--- src/sv/salc_pkg.sv ---
`timescale 1ns / 1ps
package salc_pkg;

  localparam int TOTAL_LINES_DEF = 512;
  localparam int OFFSET_BITS_DEF = 5;
  localparam int ADDR_BITS_DEF   = 32;

  localparam int CFG_IDX_W  = 1;
  localparam int CFG_DATA_W = 4;
  localparam int COUNT_W    = 32;

  localparam logic [CFG_IDX_W-1:0] REG_WAYS_LOG2      = 1'd0;
  localparam logic [CFG_IDX_W-1:0] REG_WRITE_ALLOCATE = 1'd1;

  localparam logic [CFG_DATA_W-1:0] WAYS_LOG2_RESET = 4'd1;

  typedef struct packed {
    logic clear;
    logic start;
    logic scan;
    logic upd;
    logic rst_cnt;
    logic finish;
  } salc_cmd_t;

  typedef struct packed {
    logic clear_done;
    logic walk_done;
    logic hit;
    logic alloc_ok;
    logic out_free;
  } salc_sts_t;

endpackage

--- src/sv/salc_ctrl.sv ---
`timescale 1ns / 1ps
module salc_ctrl
  import salc_pkg::*;
(
  input  logic      clk,
  input  logic      rst,
  input  logic      in_valid,
  output logic      in_ready,
  input  salc_sts_t sts,
  output salc_cmd_t cmd
);

  typedef enum logic [4:0] {
    S_CLEAR = 5'b00001,
    S_IDLE  = 5'b00010,
    S_SCAN  = 5'b00100,
    S_UPD   = 5'b01000,
    S_DONE  = 5'b10000
  } state_t;

  state_t state, state_next;

  always_ff @(posedge clk) begin
    if (rst) begin
      state <= S_CLEAR;
    end else begin
      state <= state_next;
    end
  end

  always_comb begin
    state_next = state;
    cmd        = '0;
    in_ready   = 1'b0;
    case (state)
      S_CLEAR: begin
        cmd.clear = 1'b1;
        if (sts.clear_done) state_next = S_IDLE;
      end
      S_IDLE: begin
        in_ready = 1'b1;
        if (in_valid) begin
          cmd.start  = 1'b1;
          state_next = S_SCAN;
        end
      end
      S_SCAN: begin
        cmd.scan = 1'b1;
        if (sts.walk_done) begin
          if (sts.hit || sts.alloc_ok) begin
            cmd.rst_cnt = 1'b1;
            state_next  = S_UPD;
          end else begin
            state_next = S_DONE;
          end
        end
      end
      S_UPD: begin
        cmd.upd = 1'b1;
        if (sts.walk_done) state_next = S_DONE;
      end
      S_DONE: begin
        if (sts.out_free) begin
          cmd.finish = 1'b1;
          state_next = S_IDLE;
        end
      end
      default: state_next = S_CLEAR;
    endcase
  end

endmodule

--- config.mk ---
export PLATFORM = sky130hd
export DESIGN_NAME = salc_ctrl
export DESIGN_NICKNAME = d
export VERILOG_FILES = /design/src/sv/salc_pkg.sv /design/src/sv/salc_ctrl.sv
export SDC_FILE = /design/constraint.sdc
export NUM_CORES = 1
export LEC_CHECK = 0
export ABC_AREA = 0
export BUFFER_PORTS_ARGS = -buffer_cell sky130_fd_sc_hd__clkbuf_2
export CAP_MARGIN = 10
export CORE_AREA = 2 2 39 41
export DETAILED_ROUTE_END_ITERATION = 8
export DIE_AREA = 0 0 41 43
export PLACE_DENSITY = 0.61
export SYNTH_ARGS = -nofsm -noshare
export SYNTH_HDL_FRONTEND = slang
export SYNTH_SLANG_ARGS = --single-unit
export TNS_END_PERCENT = 30
--- constraint.sdc ---
create_clock -name clk -period 2.1 [get_ports clk]
set_input_delay 0.315 -clock clk [delete_from_list [all_inputs] [get_ports clk]]
set_output_delay 0.315 -clock clk [all_outputs]
set_load 0.01 [all_outputs]
### Word-level counts from Yosys, hierarchy flattened

Index checks and enable logic that the tools add are counted.

| operators by class | value |
|---|---|
| add/subtract/negate cells | 0 |
| multipliers | 0 |
| divide/modulo/power cells | 0 |
| magnitude comparators | 0 |
| eq/ne operators | 10 |
| shifts and indexed selects | 0 |
| multiplexer cells | 18 |
| bitwise gates (word level) | 0 |
| reduce and logical (&&, ||, !) cells | 2 |

Operators with widths:

| cell | number |
|---|---|
| $mux W5 | 6 |
| $pmux W5 S5 | 1 |
| $mux W1 | 11 |
| $ne A2 B2 Y1 const B | 5 |
| $eq A5 B1 Y1 const B | 1 |
| $eq A5 B2 Y1 const B | 1 |
| $eq A5 B3 Y1 const B | 1 |
| $eq A5 B4 Y1 const B | 1 |
| $eq A5 B5 Y1 const B | 1 |
| $reduce_and A5 Y1 | 1 |
| $logic_or A1 B1 Y1 | 1 |

| word-level totals | value |
|---|---|
| register bits | 5 |
| latch bits | 0 |
| RAM bits | 0 |
| memory bits (read-only) | 0 |
| input port bits | 8 |
| output and inout port bits | 7 |
| word-level logic and storage cells | 31 |
| memories kept | 0 |

### Longest topological paths before layout

| depth | value |
|---|---|
| depth in word-level cells | 4 |
| gate-level depth with buffers | 6 |
| depth with buffers taken out | 5 |

### Least setup slack after synthesis

No wires, ideal clock.

| timing path | value |
|---|---|
| kind | register -> output |
| from | register state[0] |
| to | output port cmd[1] (netlist name) |
| data arrival time | 1.137 ns |
| required time | 1.785 ns |
| path slack | 0.648 ns |
| stages on the path, launching flop included | 3 |
| path buffers | 0 |
| cell sequence | dfxtp_1 or3_4 nor3_1 |

RTL lines:

| item | RTL line | text |
|---|---|---|
| start, declared | salc_ctrl.sv:21 | `state_t state, state_next;` |
| start signal, assigned | salc_ctrl.sv:27 | `state <= state_next;` |
| end, declared | salc_ctrl.sv:10 | `output salc_cmd_t cmd` |

==> summary.md <==
| Metric | Value |
|---|---|
| Dpl cell area | `roughly 490 um^2` |
| Tmin final | `1.830 ns` |
| Clock Path Buffers | `2` |
| Seq/Total Area, Yosys | `between 20 and 25%` |
| Final-report max-slew violation count | `0` |
| Mapped Cells | `about 50` |
| Final instance area | `between 500 and 600 um^2` |
| WL per Instance | `approximately 11 um` |
| Inserted Clock Buffers | `3` |
| Area added between synthesis and finish | `26.23%` |
| Worst hold slack | `0.3073 ns` |
| RSZ-0062 raised after global routing | `no` |
| Die Height | `roughly 43 um` |
| Top Ports | `15` |
| Synth area leader | `dfxtp_1` |
| Vias per cell | `4.975` |
| Warnings from Yosys | `0` |
| Synthesized netlist net count | `between 50 and 60` |
| Top flop regs | `state: 5 flops` |
| H-tree levels | `1` |
| Placer Congestion | `~0.77` |
| Clk pin slew, worst setup/hold paths | `around 0.040 ns` |
| Setup repair bufs after CTS | `0` |
| PwrDens | `1020 nW/um^2` |
| Highest clock rate | `0.5463 GHz` |
| Clock Sink Count | `5` |
| Top FF cell, synth | `dfxtp_1` |
| Worst Setup Start Kind | `flop` |
| Drt pass-1 iters | `3` |
| Most frequent cell after synthesis | `dfxtp_1` |
| MaxCap Viol Count | `0` |
| Core area | `1384 um^2` |
| Drt drc | `0` |
| Clk root buf | `clkbuf_4` |
| Largest net degree at the start of global routing | `10` |
| Asr flop ratio synth | `0%` |
| Width of the chip | `41 um` |
| Ranking of synthesized cells by area | `dfxtp_1 25%, nor3_2 4.9%, o2bb2ai_1 4.3%` |
| Starting density of the core | `29.29%` |
| Final hold violation count | `0` |
| Iter 0 DRT Violations | `5` |
| Critical Path AT | `between 1.5 and 2 ns` |
| Layout Nets | `74` |
| Initial antenna violation count | `0` |
| Fin Clk Skew | `0.001802 ns` |
| Post-synth top cells | `5 x dfxtp_1, 4 x nor2_1, 3 x inv_1, 3 x nand2_1, 3 x o21ai_0` |
| Peak supply drop | `about 470 uV` |
| Worst hold path type | `input port to flop` |
| Post-synthesis sequential element count | `5` |
| Post_cts resized | `0` |
| Run status | `finished clean` |
| Input/output buffers | `14` |
| Avg Synthesized Cell Area | `slightly above 8 um^2` |
| Total wire length | `just under 900 um` |
| Cell Area, Synth | `around 410 um^2` |
| Rows | `14` |
| Worst-Margin Slew | `about 0.32 ns` |
| Clk_lat worst skew | `0.25 ns` |
| Gr usage total | `between 10% and 20%` |
| Diodes inserted | `0` |
| CTS tree | `built` |
| Crit Path Category | `flop to output pin` |
| Vias | `403` |
| Vias in the first global route | `between 300 and 400` |
| CTS Hold Bufs | `0` |
| Setup-failing EPs final | `0` |
| Fraction of layout cells with a size suffix above 1 | `between 30% and 40%` |
| Reg with most FFs | `state` |
| First-pass GRT wire length | `~1.4 mm` |
| Leak Pwr | `roughly 0.23 nW` |
| Antenna-violating nets left | `0` |
| Nature of the critical path endpoint | `output pin` |
| Setup_tns | `0 ns` |
| GRT overflow | `0` |
| Slew HR | `between 70% and 80%` |
| Die area | `between 1500 and 2000 um^2` |
| Post-synth EDFFs | `0` |
| Worst-path fanout max | `7` |
| WP data required | `1.78 ns` |
| Synth unique cells | `29` |
| Max reg flops | `5` |
| Synth top area share | `roughly 25%` |
| Fin util | `between 30 and 40%` |
| Final period util | `87.16%` |
| Post-DP HPWL | `approximately 700 um` |
==> logic make-up after synthesis <==
kind of cell / count (synthesis) / share of synthesized area (%)
AOI/OAI and AO/OA: 11 / 21.30
and+or+nand+nor: 25 / 42.29
buffers and inverters: 5 / 5.247
xor gates and xnor gates: 3 / 6.483
DFF: 5 / 24.69
==> routing by layer <==
| metal | global-route usage [%] | up-vias | part of all wire (%) |
|---|---|---|---|
| li1 | - | 210 | - |
| met1 | 16.77 | 175 | 48 |
| met2 | 14.69 | 14 | 41 |
| met3 | 3.141 | 4 | 7.8 |
| met4 | 10.00 | 0 | 2.9 |
| met5 | 0 | - | 0 |
==> path summary, 6_finish.rpt <==
kind                                 end  cells past startpoint  slack, ns  startpoint
worst max-delay path              cmd[1]                      3       0.27    state[0]
worst min-delay path            state[0]                      3       0.31         rst
worst max register to register  state[4]                      4       0.67    state[0]
worst min register to register  state[3]                      2       0.58    state[3]
==> critical path, cell delays in order (launching register included) <==
cell,delay [ns]
dfxtp_1,0.37
or3_4,0.45
nor3_1,0.27
clkbuf_2,0.18
==> final cells by class <==
cell class | count | area [um^2]
Fill cell | 146 | 872.1
Multi-Input combinational cell | 39 | 284.0
Sequential cell | 5 | 100.1
Timing Repair Buffer | 14 | 70.07
Clock buffer | 4 | 26.28
Tap cell | 16 | 20.02
Inverter | 3 | 11.26
==> metrics by stage <==
step,power (mW),setup WS [ns],cells
3_3_place_gp,0.4121,0.5367,77
4_1_cts,0.5288,0.2480,81
6_report,0.5221,0.2697,81
3_5_place_dp,0.4110,0.5180,77
2_1_floorplan,0.3446,0.6477,49
5_1_grt,0.5606,0.1841,81
==> power by group <==
part | switching (mW) | leakage [nW] | internal [mW]
Combinational | 0.121 | 0.172 | 0.119
Clock | 0.0420 | 0.0150 | 0.0720
Sequential | 0.0469 | 0.0410 | 0.121
==> cells in the final DEF (no fill, tap or decap), drive strengths merged, types with 2 or more instances in the layout <==
| cell | n |
|---|---|
| o2bb2ai | 2 |
| inv | 3 |
| nor3b | 2 |
| o21ai | 3 |
| nor2 | 4 |
| xnor2 | 2 |
| nand3b | 2 |
| clkbuf | 18 |
| dfxtp | 5 |
| nor3 | 5 |
| nand2 | 3 |
No activity file was read; power rests on OpenSTA's default activity.
